<file path="src/rtl/rfps_ram.sv">
`timescale 1ns / 1ps
// Generic simple dual-port RAM with registered read.
module rfps_ram #(
  parameter int WIDTH = 8,
  parameter int DEPTH = 16,
  localparam int AW = $clog2(DEPTH)
) (
  input  logic             clk,
  input  logic             we,
  input  logic [AW-1:0]    waddr,
  input  logic [WIDTH-1:0] wdata,
  input  logic [AW-1:0]    raddr,
  output logic [WIDTH-1:0] rdata
);

  logic [WIDTH-1:0] mem [DEPTH];

  always_ff @(posedge clk) begin
    if (we) begin
      mem[waddr] <= wdata;
    end
    rdata <= mem[raddr];
  end

endmodule

</file>
<file path="config.mk">
export PLATFORM = sky130hd
export DESIGN_NAME = rfps_ram
export DESIGN_NICKNAME = d
export VERILOG_FILES = /design/src/rtl/rfps_ram.sv
export SDC_FILE = /design/constraint.sdc
export NUM_CORES = 1
export LEC_CHECK = 0
export ABC_AREA = 1
export BUFFER_PORTS_ARGS = -buffer_cell sky130_fd_sc_hd__buf_2
export CAP_MARGIN = 30
export CORE_AREA = 2 2 142 75
export CTS_BUF_LIST = sky130_fd_sc_hd__clkbuf_8
export CTS_CLUSTER_DIAMETER = 200
export CTS_CLUSTER_SIZE = 25
export DETAILED_ROUTE_END_ITERATION = 10
export DIE_AREA = 0 0 144 77
export HOLD_SLACK_MARGIN = 0.15
export MAX_ROUTING_LAYER = met4
export PLACE_DENSITY = 0.77
export RECOVER_POWER = 50
export SKIP_LAST_GASP = 1
export SLEW_MARGIN = 20
export SYNTH_ARGS = -nofsm -noshare
export SYNTH_HDL_FRONTEND = slang
export SYNTH_SLANG_ARGS = --single-unit
export TNS_END_PERCENT = 100
</file>
<file path="constraint.sdc">
create_clock -name clk -period 1.4 [get_ports clk]
set_clock_uncertainty 0.1 [all_clocks]
set_input_delay 0.14 -clock clk [delete_from_list [all_inputs] [get_ports clk]]
set_output_delay 0.14 -clock clk [all_outputs]
set_load 0.005 [all_outputs]
</file>
==> impl_summary.md <==
GRT
In the global route stage, met2 resource usage came out at 0.3410. The number of antenna violations at the first check in global routing is 0. Entering global routing, the biggest net connects 38 pins.

The via count of the first global-routing pass is ~3,600. In the global route stage, met3 resource usage came out at 0.06184. The total global routing track utilization is 0.2525.

The first global-routing pass estimated about 20,000 µm of wire. The most crowded layer after global routing is met1. Global routing finished with a remaining overflow of 0. For met1 alone, demand over resource in global routing was 0.3818.

Worst setup path
The worst setup path is captured at a register. The launching point of the worst reg2reg path is mem[1][1]. In this run the critical register-to-register path is captured at rdata[1].

The biggest fanout along the worst timing path is 32. The number of cells on the worst reg-to-reg path is 6. STA classifies the critical path startpoint as an input port. The worst setup path category is input port to register. At the worst endpoint, the required time is between 1.5 and 2 ns.

For the worst setup path, the data arrival time is 1.58 ns. Across all register-to-register paths, the minimum setup slack is a little over 0.3 ns.

Placed design
The congestion estimate from routability-driven global placement came to between 0.8 and 0.9. The quantity of I/O buffers inserted on ports is 25. The wire-length estimate of the detail-placed layout is about 8000 µm. Summing all placed instances gives a cell area of 0.006113 mm². The total instance count after detailed placement is about 720. OpenSTA, run right after detailed placement, puts the worst setup slack at about 0.11 ns.

Detailed routing
Wires add up to 12,680 µm. In the routed design, unresolved DRC markers number 0. The detail route stage leaves a number of antenna-violating nets equal to 0. The total vias in the final route is just under 4,000. In the routed layout, each cell is associated on average with a via count of 5.216. The per-cell routed wire length is about 17 µm. The first-iteration detailed-routing DRC count is ~470. The first-pass iteration count of the detailed router is 5.

Timing
The clock period could shrink to approximately 1.3 ns. The post-layout worst setup margin is 0.07486 ns. Dividing the final minimum period by the clock period gives 0.9465. Timing would allow up to about 750 MHz.

The total negative setup slack is 0 ns. Setup repair after global routing left no endpoint under its margin. The tightest slew margin relative to the limit is 0.5294.

The transition time of the tightest slew-check pin is ~0.71 ns. The final number of setup-violating endpoints is 0. The number of hold violations in the final report is 0.

The number of max-slew violations in the final report is 0.

Synth
The adder-cell area share of the yosys netlist is 0. For this run, the register share of the synthesized area comes to 0.6943. The netlist area before placement is 0.005767 mm². Counting every instance in the synthesized netlist gives ~550. The synthesized design contains approximately 140 register bits. The dominant cell type by area after synthesis is edfxtp_1.

The share of synthesized area in the top cell type comes to 0.6665. The fraction of synthesized cell area in xor and xnor cells is 0. The multiplexer share of the synthesized area is 0.

The mean post-synth cell area is approximately 10 µm². After synthesis, the netlist uses 12 different library cells. The post-synthesis compound-gate area fraction was 0. The post-synth net total is 569. During synthesis, Yosys emitted a total of 0 warnings. After synthesis, the largest family of logic cells by area is simple AND/OR/NAND/NOR gates. The basic-gate share of the synthesized area counting and, or, nand and nor cells is 0.2105.

Yosys attributes the largest share of cell area to edfxtp_1, nand2_1, nand3_1.

Power
Power spread over the standard cell area amounts to between 1000 and 1500 mW/mm². The leakage power is about 2.8 nW. Across the VDD grid, the largest voltage drop is between 0.0007 and 0.0008 V.

CTS
The buffer count from post-CTS setup fixing is 0. TritonCTS built the clock tree. The tree built by TritonCTS fans out to 136 sinks. The clock insertion delay at the later pin of the skew report is approximately 0.43 ns.

After clock tree synthesis, the clock-pin slew on the worst setup and hold paths is roughly 0.07 ns. The maximum number of buffers from clock root to sink is 2. CTS built an H-tree with a depth of 4. Clock tree synthesis inserted a total of 17 buffers.

The root buffer selected by CTS is clkbuf_8.

Die
In this run the count of I/O pins placed on the die edge is 26. The initial cell density of the core is 0.5850. The die covers about 0.011 mm².

The total area inside the core boundary comes to between 0.009 and 0.01 mm². The die is roughly 140 µm wide. The row count is 26. The die is 77 µm tall.

Layout
For this run, the number of standard cells in the final layout without fillers is roughly 760. Leaving out fill and tap cells, the most frequent cells in the layout are nand2_1, edfxtp_1, inv_1. Leaving out fill and tap cells, the most frequent cell in the layout is nand2_1. In the final layout, the share of cells above drive strength 1 is 0.09370. The net count of the finished layout is between 600 and 700. After routing the design area is between 0.006 and 0.007 mm².

The number of antenna repair diodes is 0. The area growth from synthesis to layout is 13.39%.

Hold path
The hold-critical path depth is 5. The path class of the tightest hold or removal check is input port to register. The startpoint identified for the worst hold timing path is raddr[2]. The worst min-delay path endpoint is rdata[7].

Outcome
The flow ran to the end, and the final reports show no timing, DRC or antenna violations.

Flow run
Across the run, the number of max-cap violations was 0.
==> cells in the mapped netlist <==
cell type and count:
nand2_1 173, nand3b_1 2, nand3_1 97, buf_4 4, buf_6 6, nor2_1 17, dfxtp_1 8, edfxtp_1 128
inv_1 100, inv_2 2, buf_1 1, buf_2 13
==> cells by family after synthesis <==
kind of cell  after synthesis
simple gates              289
flops                     136
buf+inv                   126
==> sequential cells by signal, summed over array words and instances (netlist names) <==
signal and cells:
rdata 8, mem 128
==> worst max-delay path by stage <==
stage | from | endpoint | slack, ns | cells past startpoint
3_5_place_dp | raddr[0] | rdata[3] | 0.11 | 7
2_1_floorplan | waddr[2] | mem[10][0] | 0.21 | 2
6_report | raddr[1] | rdata[3] | 0.07 | 7
3_3_place_gp | raddr[0] | rdata[3] | 0.12 | 7
5_1_grt | raddr[1] | rdata[1] | 0.006 | 7
4_1_cts | raddr[1] | rdata[3] | 0.09 | 8
==> area by class of cell <==
type	instances	area, µm²
clock inverters	14	142.6
multi-input cells	289	1214
well taps	140	175.2
fillers	752	3318
repair buffers	60	370.4
clock buffers	18	247.7
inverters	102	385.4
flip-flops and latches	136	4004
==> per-layer routing <==
layer / vias to the layer above / share of wire
li1: 1879 / -
met1: 1875 / 0.46
met2: 193 / 0.43
met3: 12 / 0.10
met4: 0 / 0.0099
met5: - / 0
==> through the flow <==
stage          utilization  hold slack [ns]  power, mW
2_1_floorplan            -           0.1389      4.982
3_3_place_gp        0.6202           0.4162      5.183
3_5_place_dp        0.6202           0.4171      5.200
4_1_cts             0.6700           0.1597      8.360
5_1_grt             0.6634           0.2057      8.592
6_report            0.6634           0.1842      8.320
==> power by group <==
part / total, mW / internal [mW] / switching (mW)
logic: 0.563 / 0.182 / 0.381
clock network: 3.18 / 1.76 / 1.42
registers: 4.57 / 4.55 / 0.0250
==> worst max-delay path, cell delays in order <==
cell and delay [ns]:
dlygate4sd3_1 0.51, buf_2 0.13, buf_4 0.34, nand3_1 0.13, nand3_1 0.08, nand3_1 0.10
nand2_1 0.12
==> what timing repair did <==
item                                   4_1_cts  5_1_grt
hold buffers                                10        0
endpoints found under the hold margin      136        0
setup endpoints to repair                    0        1
gates resized for setup                      0        1
Power figures use the tool's default switching activity.
