$ cat src/rtl/rfps_pkg.sv
`timescale 1ns / 1ps
// Shared types and constants for the RGB fade pattern sequencer.
package rfps_pkg;

  localparam int STEPS_DEFAULT    = 16;
  localparam int PATTERNS_DEFAULT = 8;

  localparam logic [15:0] FADE_MAX  = 16'hFFFF;
  localparam logic [7:0]  TIMER_MAX = 8'hFF;
  localparam logic [3:0]  DIVIDER_RESET = 4'd2;

  localparam int IN_DATA_W  = 72;
  localparam int OUT_DATA_W = 32;
  localparam int CFG_W      = 4;

  // Request kinds carried on the input tuser
  typedef enum logic [1:0] {
    MODE_WRITE = 2'd0,
    MODE_FAST  = 2'd1,
    MODE_SLOW  = 2'd2,
    MODE_NONE  = 2'd3
  } item_mode_t;

  typedef enum logic [1:0] {
    CH_HOLD = 2'd0,
    CH_OFF  = 2'd1,
    CH_UP   = 2'd2,
    CH_DOWN = 2'd3
  } chan_mode_t;

  typedef enum logic {
    CFG_ENABLE  = 1'b0,
    CFG_DIVIDER = 1'b1
  } cfg_index_t;

  typedef enum logic [1:0] {
    ST_IDLE,
    ST_EVAL,
    ST_NEXT
  } seq_state_t;

  // One table step, bit layout as stored in the pattern memory
  typedef struct packed {
    logic       last;
    logic [7:0] duration;
    logic [5:0] modes;
    logic [7:0] blue_goal;
    logic [7:0] green_goal;
    logic [7:0] red_goal;
    logic [7:0] blue_start;
    logic [7:0] green_start;
    logic [7:0] red_start;
  } step_entry_t;

  localparam int ENTRY_W = $bits(step_entry_t);

endpackage

$ cat src/rtl/rfps_duty.sv
`timescale 1ns / 1ps
// Per-channel duty computation from one step entry and the fade counter.
module rfps_duty (
  input  rfps_pkg::step_entry_t entry,
  input  logic [15:0]           fade,
  output logic [23:0]           duties
);

  function automatic logic [7:0] chan_duty(input logic [1:0] cm, input logic [7:0] st,
                                           input logic [7:0] gl, input logic [15:0] fc);
    logic [16:0] up;
    logic [7:0]  span;
    logic [7:0]  res;
    up   = {1'b0, fc} + {9'd0, st};
    span = st - gl;
    unique case (rfps_pkg::chan_mode_t'(cm))
      rfps_pkg::CH_HOLD: res = st;
      rfps_pkg::CH_OFF:  res = st;
      rfps_pkg::CH_UP:   res = (up > {9'd0, gl}) ? gl : up[7:0];
      rfps_pkg::CH_DOWN: begin
        // goal at once when already below it or the fade overshoots
        if (st < gl || fc > {8'd0, span}) res = gl;
        else res = st - fc[7:0];
      end
    endcase
    return res;
  endfunction

  assign duties[7:0]   = chan_duty(entry.modes[1:0], entry.red_start, entry.red_goal, fade);
  assign duties[15:8]  = chan_duty(entry.modes[3:2], entry.green_start, entry.green_goal, fade);
  assign duties[23:16] = chan_duty(entry.modes[5:4], entry.blue_start, entry.blue_goal, fade);

endmodule

$ cat config.mk
export PLATFORM = sky130hd
export DESIGN_NAME = rfps_duty
export DESIGN_NICKNAME = d
export VERILOG_FILES = /design/src/rtl/rfps_pkg.sv /design/src/rtl/rfps_duty.sv
export SDC_FILE = /design/constraint.sdc
export NUM_CORES = 1
export LEC_CHECK = 0
export ABC_AREA = 1
export ABC_CLOCK_PERIOD_IN_PS = 2860
export BUFFER_PORTS_ARGS = -buffer_cell sky130_fd_sc_hd__buf_2
export CAP_MARGIN = 15
export CELL_PAD_IN_SITES_DETAIL_PLACEMENT = 1
export CELL_PAD_IN_SITES_GLOBAL_PLACEMENT = 2
export CORE_MARGIN = 2
export CORE_UTILIZATION = 28
export DETAILED_ROUTE_END_ITERATION = 10
export PLACE_DENSITY_LB_ADDON = 0.1
export SLEW_MARGIN = 20
export SYNTH_ARGS = -nofsm -noshare
export SYNTH_HDL_FRONTEND = slang
export SYNTH_SLANG_ARGS = --single-unit
$ cat constraint.sdc
create_clock -name vclk -period 2.86
set_input_delay 0.286 -clock vclk [all_inputs]
set_output_delay 0.286 -clock vclk [all_outputs]
set_load 0.05 [all_outputs]
==> summary by stage, run 1 <==
Power and ir drop
Per report_power, the clock group accounts for 0% of the total. The fraction of power consumed by combinational cells is 100.0%. After layout, the design draws a total of 2.53 mW. The internal power of the cells totals 1.17 mW. The switching fraction of total power is 53.8%. The cell leakage power is 5.81 nW. Dividing total power by cell area gives a power density of 230 mW/mm^2.

The largest vdd supply drop is 0.101 mV. The analysis attributes to net switching a power of 1.36 mW. The sequential group share of total power is 0%.

Worst hold path
The worst hold path passes through 4 cells. The type of the worst min-delay path is in -> out. The launch point of the worst hold path is entry[2].

Timing
The max-slew violation count is 0. Across all setup checks in the final design, the least slack found is -661 ps. Setup repair after global routing could not meet its margin everywhere. Counting I/O delays and the setup requirement, the final critical path takes 3520 ps. In this run the tightest slew margin relative to its limit is 37.9%.

The setup violation total in the final timing report is 24. Hold timing on the final database bottoms out at a slack of 959 ps. The number of hold-slack violations in the final timing report was 0.

At the pin with the least slew margin, the transition time is 928 ps. The upper clock frequency limit is 0.284 GHz. The final critical path takes up 123% of the cycle.

Global routing
The global route total overflow is 0. Global routing used 25.2% of the available tracks. The number of antenna violations at the first check in global routing is 0. The first-pass GRT wire length is 45.2 mm. The via count of the first global-routing pass is 8,795. Entering global routing, the biggest net connects 10 pins.

Route
The number of DRC violations after detailed-routing iteration 0 is 258. For this run, design rule violations remaining after detail routing come to 0. The routed design has 29.6 mm of wire.

The number of optimization iterations in the first detailed-route pass is 4. The via density per instance is 4.82. The routed layout has 8,418 vias. In the final routed layout, each cell accounts on average for 16.9 microns.

The count of nets left with antenna violations after detail routing is 0.

Placed design
At the placement stage, the worst setup path has a slack of -1260 ps. The congestion estimate from routability-driven global placement came to 0.886. Once detailed placement completed, the half-perimeter wirelength came to 24.4 mm. The total of buffers placed on input and output ports is 94.

Worst setup path
The critical path launch point type is a primary input. At the worst endpoint, the arrival time is 3230 ps. The startpoint of the worst setup timing path is entry[42]. The critical-path maximum fanout is 5. The setup path with the least slack is of type in -> out. The required time of the critical path is 2570 ps. The worst setup path is captured at an output port.

Floorplanning
103 I/O pins were placed. Row generation in the floorplan step produced 53 rows. The starting density of the core is 28.7%. In this run the vertical extent of the chip is 151 microns. The floorplan step defined a core boundary enclosing 0.0212 sq mm. The die span in x is 151 microns. The die covers 0.0229 sq mm.

Layout
The top cell types in the final layout, fill and taps aside, are sky130_fd_sc_hd__buf_4, sky130_fd_sc_hd__nand2_1, sky130_fd_sc_hd__inv_1, sky130_fd_sc_hd__ha_1, sky130_fd_sc_hd__nand3_1. The post-route netlist has 47.3% of its cells at a drive strength greater than 1. The number of nets at the end of the flow is 1,679. The commonest non-fill, non-tap cell in the layout is sky130_fd_sc_hd__buf_4.

0 antenna diodes ended up in the layout. The area growth from synthesis to layout is 81.0%. There are 0 flip-flops and latches. The sequential standard cell area is 0 sq um. After layout, the clock buffer instance count stands at 0.

Synthesis
The instance count of the mapped netlist is 1,073. The register area share after synthesis is 0%. Sorting the synthesized cells by area gives the leading types as sky130_fd_sc_hd__ha_1, sky130_fd_sc_hd__nand2_1, sky130_fd_sc_hd__inv_1. The number of different library cells used by synthesis comes to 43. The count of synthesis-stage warnings from yosys is 0. Synthesis produced a netlist with a net count of 1,278. The cell area that synthesis handed to floorplanning was 0.00608 sq mm.

In this run the mean area of a mapped cell was 5.66 sq um. Of the post-synthesis cell area, the dominant cell type holds 24.1%. The largest total area in the synthesized netlist belongs to sky130_fd_sc_hd__ha_1.

Outcome
The run finished, with violations left. The checks that failed: setup timing.

Run
The tool flagged a number of max-cap violations equal to 0.
==> cell families (layout without fill, tap and decap cells) <==
kind of cell    Yosys count  in the layout  synth area share [%]
xor+xnor                 48             48                  6.92
compound gates          139            139                  12.9
simple gates            564            564                  40.7
buf+inv                 196            595                  12.4
fa+ha+maj               126            126                  27.1
==> worst max-delay path: stages <==
cell and delay, ps:
sky130_fd_sc_hd__buf_6 70, sky130_fd_sc_hd__clkinvlp_4 90, sky130_fd_sc_hd__ha_4 240, sky130_fd_sc_hd__a21oi_2 140, sky130_fd_sc_hd__nand2_2 70, sky130_fd_sc_hd__a21oi_2 150, sky130_fd_sc_hd__o21bai_2 100, sky130_fd_sc_hd__nand2_1 60
sky130_fd_sc_hd__nand2_1 60, sky130_fd_sc_hd__a21oi_2 130, sky130_fd_sc_hd__xor2_1 180, sky130_fd_sc_hd__ha_1 280, sky130_fd_sc_hd__nand2_1 70, sky130_fd_sc_hd__nor2_1 40, sky130_fd_sc_hd__a211oi_1 220, sky130_fd_sc_hd__a21oi_1 120
sky130_fd_sc_hd__nor2_2 180, sky130_fd_sc_hd__nand2_2 140, sky130_fd_sc_hd__buf_12 180, sky130_fd_sc_hd__nand2_2 50, sky130_fd_sc_hd__nand3_2 60, sky130_fd_sc_hd__nand2_2 80, sky130_fd_sc_hd__inv_2 40, sky130_fd_sc_hd__nand2_4 50
sky130_fd_sc_hd__buf_8 140
==> metal layers <==
layer	GRT usage, %	share of wire [%]	wire length, microns
met1	31.8	44	12900
met2	48.5	51	15200
met3	0.723	3.2	939
met4	3.18	1.6	478
met5	0	0	0
==> layout make-up <==
cell class	count	area [sq um]
fill	2810	10200
multi-input combinational	877	6650
timing repair buffer	407	3270
inverter	188	731
tap	275	344
==> per-stage QoR <==
step           utilization [%]  instances  cell area [sq um]  TNS (ps)
4_1_cts                   49.1       1738              10400    -15610
5_1_grt                   52.0       1747              11000    -18710
6_report                  52.0       1747              11000    -14130
2_1_floorplan                -       1073               6510     -5570
3_5_place_dp              44.3       1711               9370    -24750
3_3_place_gp              44.3       1711               9370    -23420
==> final timing paths <==
check	end	slack, ps
setup / recovery	duties[17]	-660
hold / removal	duties[2]	960
==> power by group through the flow <==
stage	Sequential [mW]	Clock (mW)	Combinational [mW]
after floorplan	0	0	1.16
after global placement	0	0	2.05
after detailed placement	0	0	2.10
after CTS	0	0	2.36
after global routing	0	0	2.77
final	0	0	2.53
==> synthesized netlist by cell type (2+ instances only) <==
| library cell | instances |
|---|---|
| sky130_fd_sc_hd__nand2_1 | 318 |
| sky130_fd_sc_hd__inv_1 | 176 |
| sky130_fd_sc_hd__nand3_1 | 132 |
| sky130_fd_sc_hd__ha_1 | 117 |
| sky130_fd_sc_hd__a21oi_1 | 82 |
| sky130_fd_sc_hd__nor2_1 | 60 |
| sky130_fd_sc_hd__xor2_1 | 37 |
| sky130_fd_sc_hd__o21ai_0 | 28 |
| sky130_fd_sc_hd__nand4_1 | 14 |
| sky130_fd_sc_hd__xnor2_1 | 11 |
| sky130_fd_sc_hd__inv_2 | 10 |
| sky130_fd_sc_hd__nand2_2 | 10 |
| sky130_fd_sc_hd__fa_1 | 9 |
| sky130_fd_sc_hd__nor3_1 | 9 |
| sky130_fd_sc_hd__nor2_4 | 8 |
| sky130_fd_sc_hd__o21bai_1 | 6 |
| sky130_fd_sc_hd__a21boi_0 | 4 |
| sky130_fd_sc_hd__a22oi_1 | 4 |
| sky130_fd_sc_hd__nor2_2 | 4 |
| sky130_fd_sc_hd__buf_4 | 3 |
| sky130_fd_sc_hd__nand3b_1 | 3 |
| sky130_fd_sc_hd__o211ai_1 | 3 |
| sky130_fd_sc_hd__buf_2 | 2 |
| sky130_fd_sc_hd__clkbuf_1 | 2 |
| sky130_fd_sc_hd__clkinv_1 | 2 |
| sky130_fd_sc_hd__o21ai_2 | 2 |
==> what timing repair did <==
item,CTS,global route
buffers inserted,27,9
gates cloned,1,0
resized for setup,211,139
hold buffers,0,0
pin swaps,83,81
endpoints found under the setup margin,24,24
Power figures use the tool's default switching activity.
==> inputs of run 2 (changes only) <==
--- a/config.mk
+++ b/config.mk
@@ -14,8 +14,11 @@
 export CORE_MARGIN = 2
 export CORE_UTILIZATION = 28
 export DETAILED_ROUTE_END_ITERATION = 10
+export MAX_ROUTING_LAYER = met4
 export PLACE_DENSITY_LB_ADDON = 0.1
+export REMOVE_ABC_BUFFERS = 1
 export SLEW_MARGIN = 20
 export SYNTH_ARGS = -nofsm -noshare
 export SYNTH_HDL_FRONTEND = slang
 export SYNTH_SLANG_ARGS = --single-unit
+export TNS_END_PERCENT = 30
==> summary by stage, run 2 (synthesis gave the netlist of run 1 again) <==
Worst setup path
The worst path buffer plus inverter count is 2 (was 5). The cell with the most instances on the worst path is sky130_fd_sc_hd__nand2_2 (unchanged). The last element of the critical path was duties[10] (was duties[17]). The delay of the slowest critical-path stage is 320 ps (was 280 ps). The critical path launch point type was a primary input (unchanged).

The required time of the critical path is 2570 ps (about the same). The logic depth of the worst path, buffers included came to 21 (was 25). The startpoint of the worst setup timing path is entry[9] (was entry[42]). Traced cell by cell, the critical path runs through clkbuf_4, ha_4, nand3_1, nand2_2, a21oi_2, o21bai_1, nand2_1, nand2_1, a21oi_1, xor2_1, ha_1, nand2_2, nor2_2, nand3_1, nor2_1, a21oi_1, nor2_2, nand2_2, o21ai_1, nand3_2, buf_6. The arrival time reported for the critical path endpoint came to 3180 ps (was 3230 ps). The critical-path maximum fanout is 6 (was 5). The kind of end point of the critical path is an output port (unchanged).

The kind of critical path is in -> out (unchanged). The cell with the largest stage delay on the worst path is sky130_fd_sc_hd__ha_1 (unchanged). The largest delay contributor family on the critical path is simple AND/OR/NAND/NOR gates (was compound AO/OA/AOI/OAI gates).

Timing
Unrepaired setup endpoints after global routing: yes (unchanged). The setup violation total in the final timing report is 24 (unchanged). The worst slew slack as a fraction of its limit is 49.1% (was 37.9%). The post-route minimum period was 3470 ps (was 3520 ps). The upper clock frequency limit came to 0.288 GHz (was 0.284 GHz).

The setup total negative slack is -13,640 ps (was -14,130 ps). The share of the clock period used by the worst path after layout is 121% (was 123%). The tightest hold margin is 1020 ps (was 959 ps). The max-slew violation count is 0 (unchanged). The final critical-path setup slack is -609 ps (was -661 ps). The transition time at the pin with the least slew margin was 760 ps (was 928 ps). The number of hold-slack violations in the final timing report is 0 (unchanged).

Floorplanning
The die span in x is 151 microns (unchanged). The number of top-level pins is 103 (unchanged). The site row count is 53 (unchanged).

The floorplan die area is 0.0229 sq mm (unchanged). The starting density of the core is 28.7% (unchanged). The placeable core region is 0.0212 sq mm (unchanged). The vertical extent of the die is 151 microns (unchanged).

Power and ir drop
The cell leakage power is 5.43 nW (was 5.81 nW). The switching power summed over all nets is 1.27 mW (was 1.36 mW). The largest vdd supply drop is 0.135 mV (was 0.101 mV). The clock network fraction of total power was 0% (about the same). The fraction of power consumed by combinational cells came to 100.0% (about the same). The total power divided by cell area is 237 mW/mm^2 (was 230 mW/mm^2).

The sequential group share of total power is 0% (about the same). The switching fraction of total power was 54.4% (was 53.8%). The cell-internal power is 1.07 mW (was 1.17 mW).

Route
The count of nets left with antenna violations after detail routing was 0 (unchanged). The via total after detailed routing was 8,060 (was 8,418). The average detailed-routed wire length per instance is 16.3 microns (was 16.9 microns). The via density per instance came to 4.72 (was 4.82). The number of DRC violations after detailed-routing iteration 0 is 296 (was 258). The number of optimization iterations in the first detailed-route pass is 4 (unchanged). The routed wire length is 27.8 mm (was 29.6 mm). The post-route DRC violation count was 0 (unchanged).

Global routing
The global routing usage summed across all routing layers is 24.9% (was 25.2%). The first-pass GRT wire length was 43.8 mm (was 45.2 mm). The via count of the first global-routing pass is 8,493 (was 8,795). The largest net degree at the start of global routing is 10 (unchanged). The global route total overflow is 0 (unchanged). The number of antenna violations at the first check in global routing is 0 (unchanged).

Layout
The filler cell count in the final layout is 2,861 (was 2,810). The area added between synthesis and finish is 62.5% (was 81.0%). The layout cell share with drive strength beyond 1 is 38.5% (was 47.3%).

The number of inserted diodes is 0 (unchanged). The sequential cell count was 0 (unchanged). The share of the core filled with cells is 46.7% (was 52.0%). The final instance area is 0.00988 sq mm (was 0.0110 sq mm). The sequential standard cell area is 0 sq um (unchanged). The number of nets at the end of the flow is 1,641 (was 1,679). The multi-input logic area came to 0.00604 sq mm (was 0.00665 sq mm).

The commonest non-fill, non-tap cell in the layout is sky130_fd_sc_hd__nand2_1 (was sky130_fd_sc_hd__buf_4). The count of clock-net buffers in the final layout is 0 (unchanged). Most used cells in the layout excluding fill and tap cells: sky130_fd_sc_hd__nand2_1, sky130_fd_sc_hd__buf_4, sky130_fd_sc_hd__inv_1, sky130_fd_sc_hd__nand3_1, sky130_fd_sc_hd__ha_1 (was sky130_fd_sc_hd__buf_4, sky130_fd_sc_hd__nand2_1, sky130_fd_sc_hd__inv_1, sky130_fd_sc_hd__ha_1, sky130_fd_sc_hd__nand3_1).

Outcome
Result of the run: finished with violations (unchanged). Violations in the final reports: setup timing (unchanged).

Worst hold path
The instance count along the most critical hold path came to 4 (unchanged). The type of the worst min-delay path is in -> out (unchanged).

Placed design
The placed instance area is 0.00874 sq mm (was 0.00937 sq mm). The total of buffers placed on input and output ports is 94 (unchanged). The global placement routability congestion came to 0.902 (was 0.886). The final HPWL from detailed placement is 23.4 mm (was 24.4 mm). The post-place setup slack is -1240 ps (was -1260 ps).

Run
The max-capacitance violation count is 0 (unchanged).
## run 2: worst min-delay path by stage
stage	from	endpoint	slack, ps
floorplan	entry[16]	duties[16]	890
global placement	entry[53]	duties[16]	1090
detailed placement	entry[49]	duties[1]	1090
CTS	entry[53]	duties[16]	1030
global route	entry[53]	duties[16]	1050
finish	entry[53]	duties[16]	1020
## run 2: routing by layer
layer  part of all wire, %  global-route usage [%]  vias to the layer above  wire [microns]
met4                   1.3                    2.38                        0             357
met3                   2.5                   0.964                       20             684
met1                    50                    34.0                     3746           13800
met5                     0                       -                        -               0
met2                    47                    42.3                       98           13000
li1                      -                       -                     4196               -
## run 2: power by group through the flow
stage	logic [mW]	clock network [mW]	registers [mW]
2_1_floorplan	1.08	0	0
3_3_place_gp	1.96	0	0
3_5_place_dp	1.99	0	0
4_1_cts	2.20	0	0
5_1_grt	2.59	0	0
6_report	2.34	0	0
## run 2: area by class of cell
cell class,count,share of cell area [%]
inverter,188,7.19
multi-input combinational,878,61.2
tap,275,3.48
timing repair buffer,368,28.2
## run 2: repair_timing
item	4_1_cts	5_1_grt
endpoints found under the setup margin	24	24
setup buffers	19	6
resized for setup	166	80
endpoints found under the hold margin	0	0
pin swaps	72	57
hold buffers	0	0
gates cloned	1	0
## run 2: through the flow
stage / std cells / power, mW
after global routing: 1709 / 2.59
after CTS: 1703 / 2.20
after floorplan: 1065 / 1.08
final: 1709 / 2.34
after global placement: 1683 / 1.96
after detailed placement: 1683 / 1.99
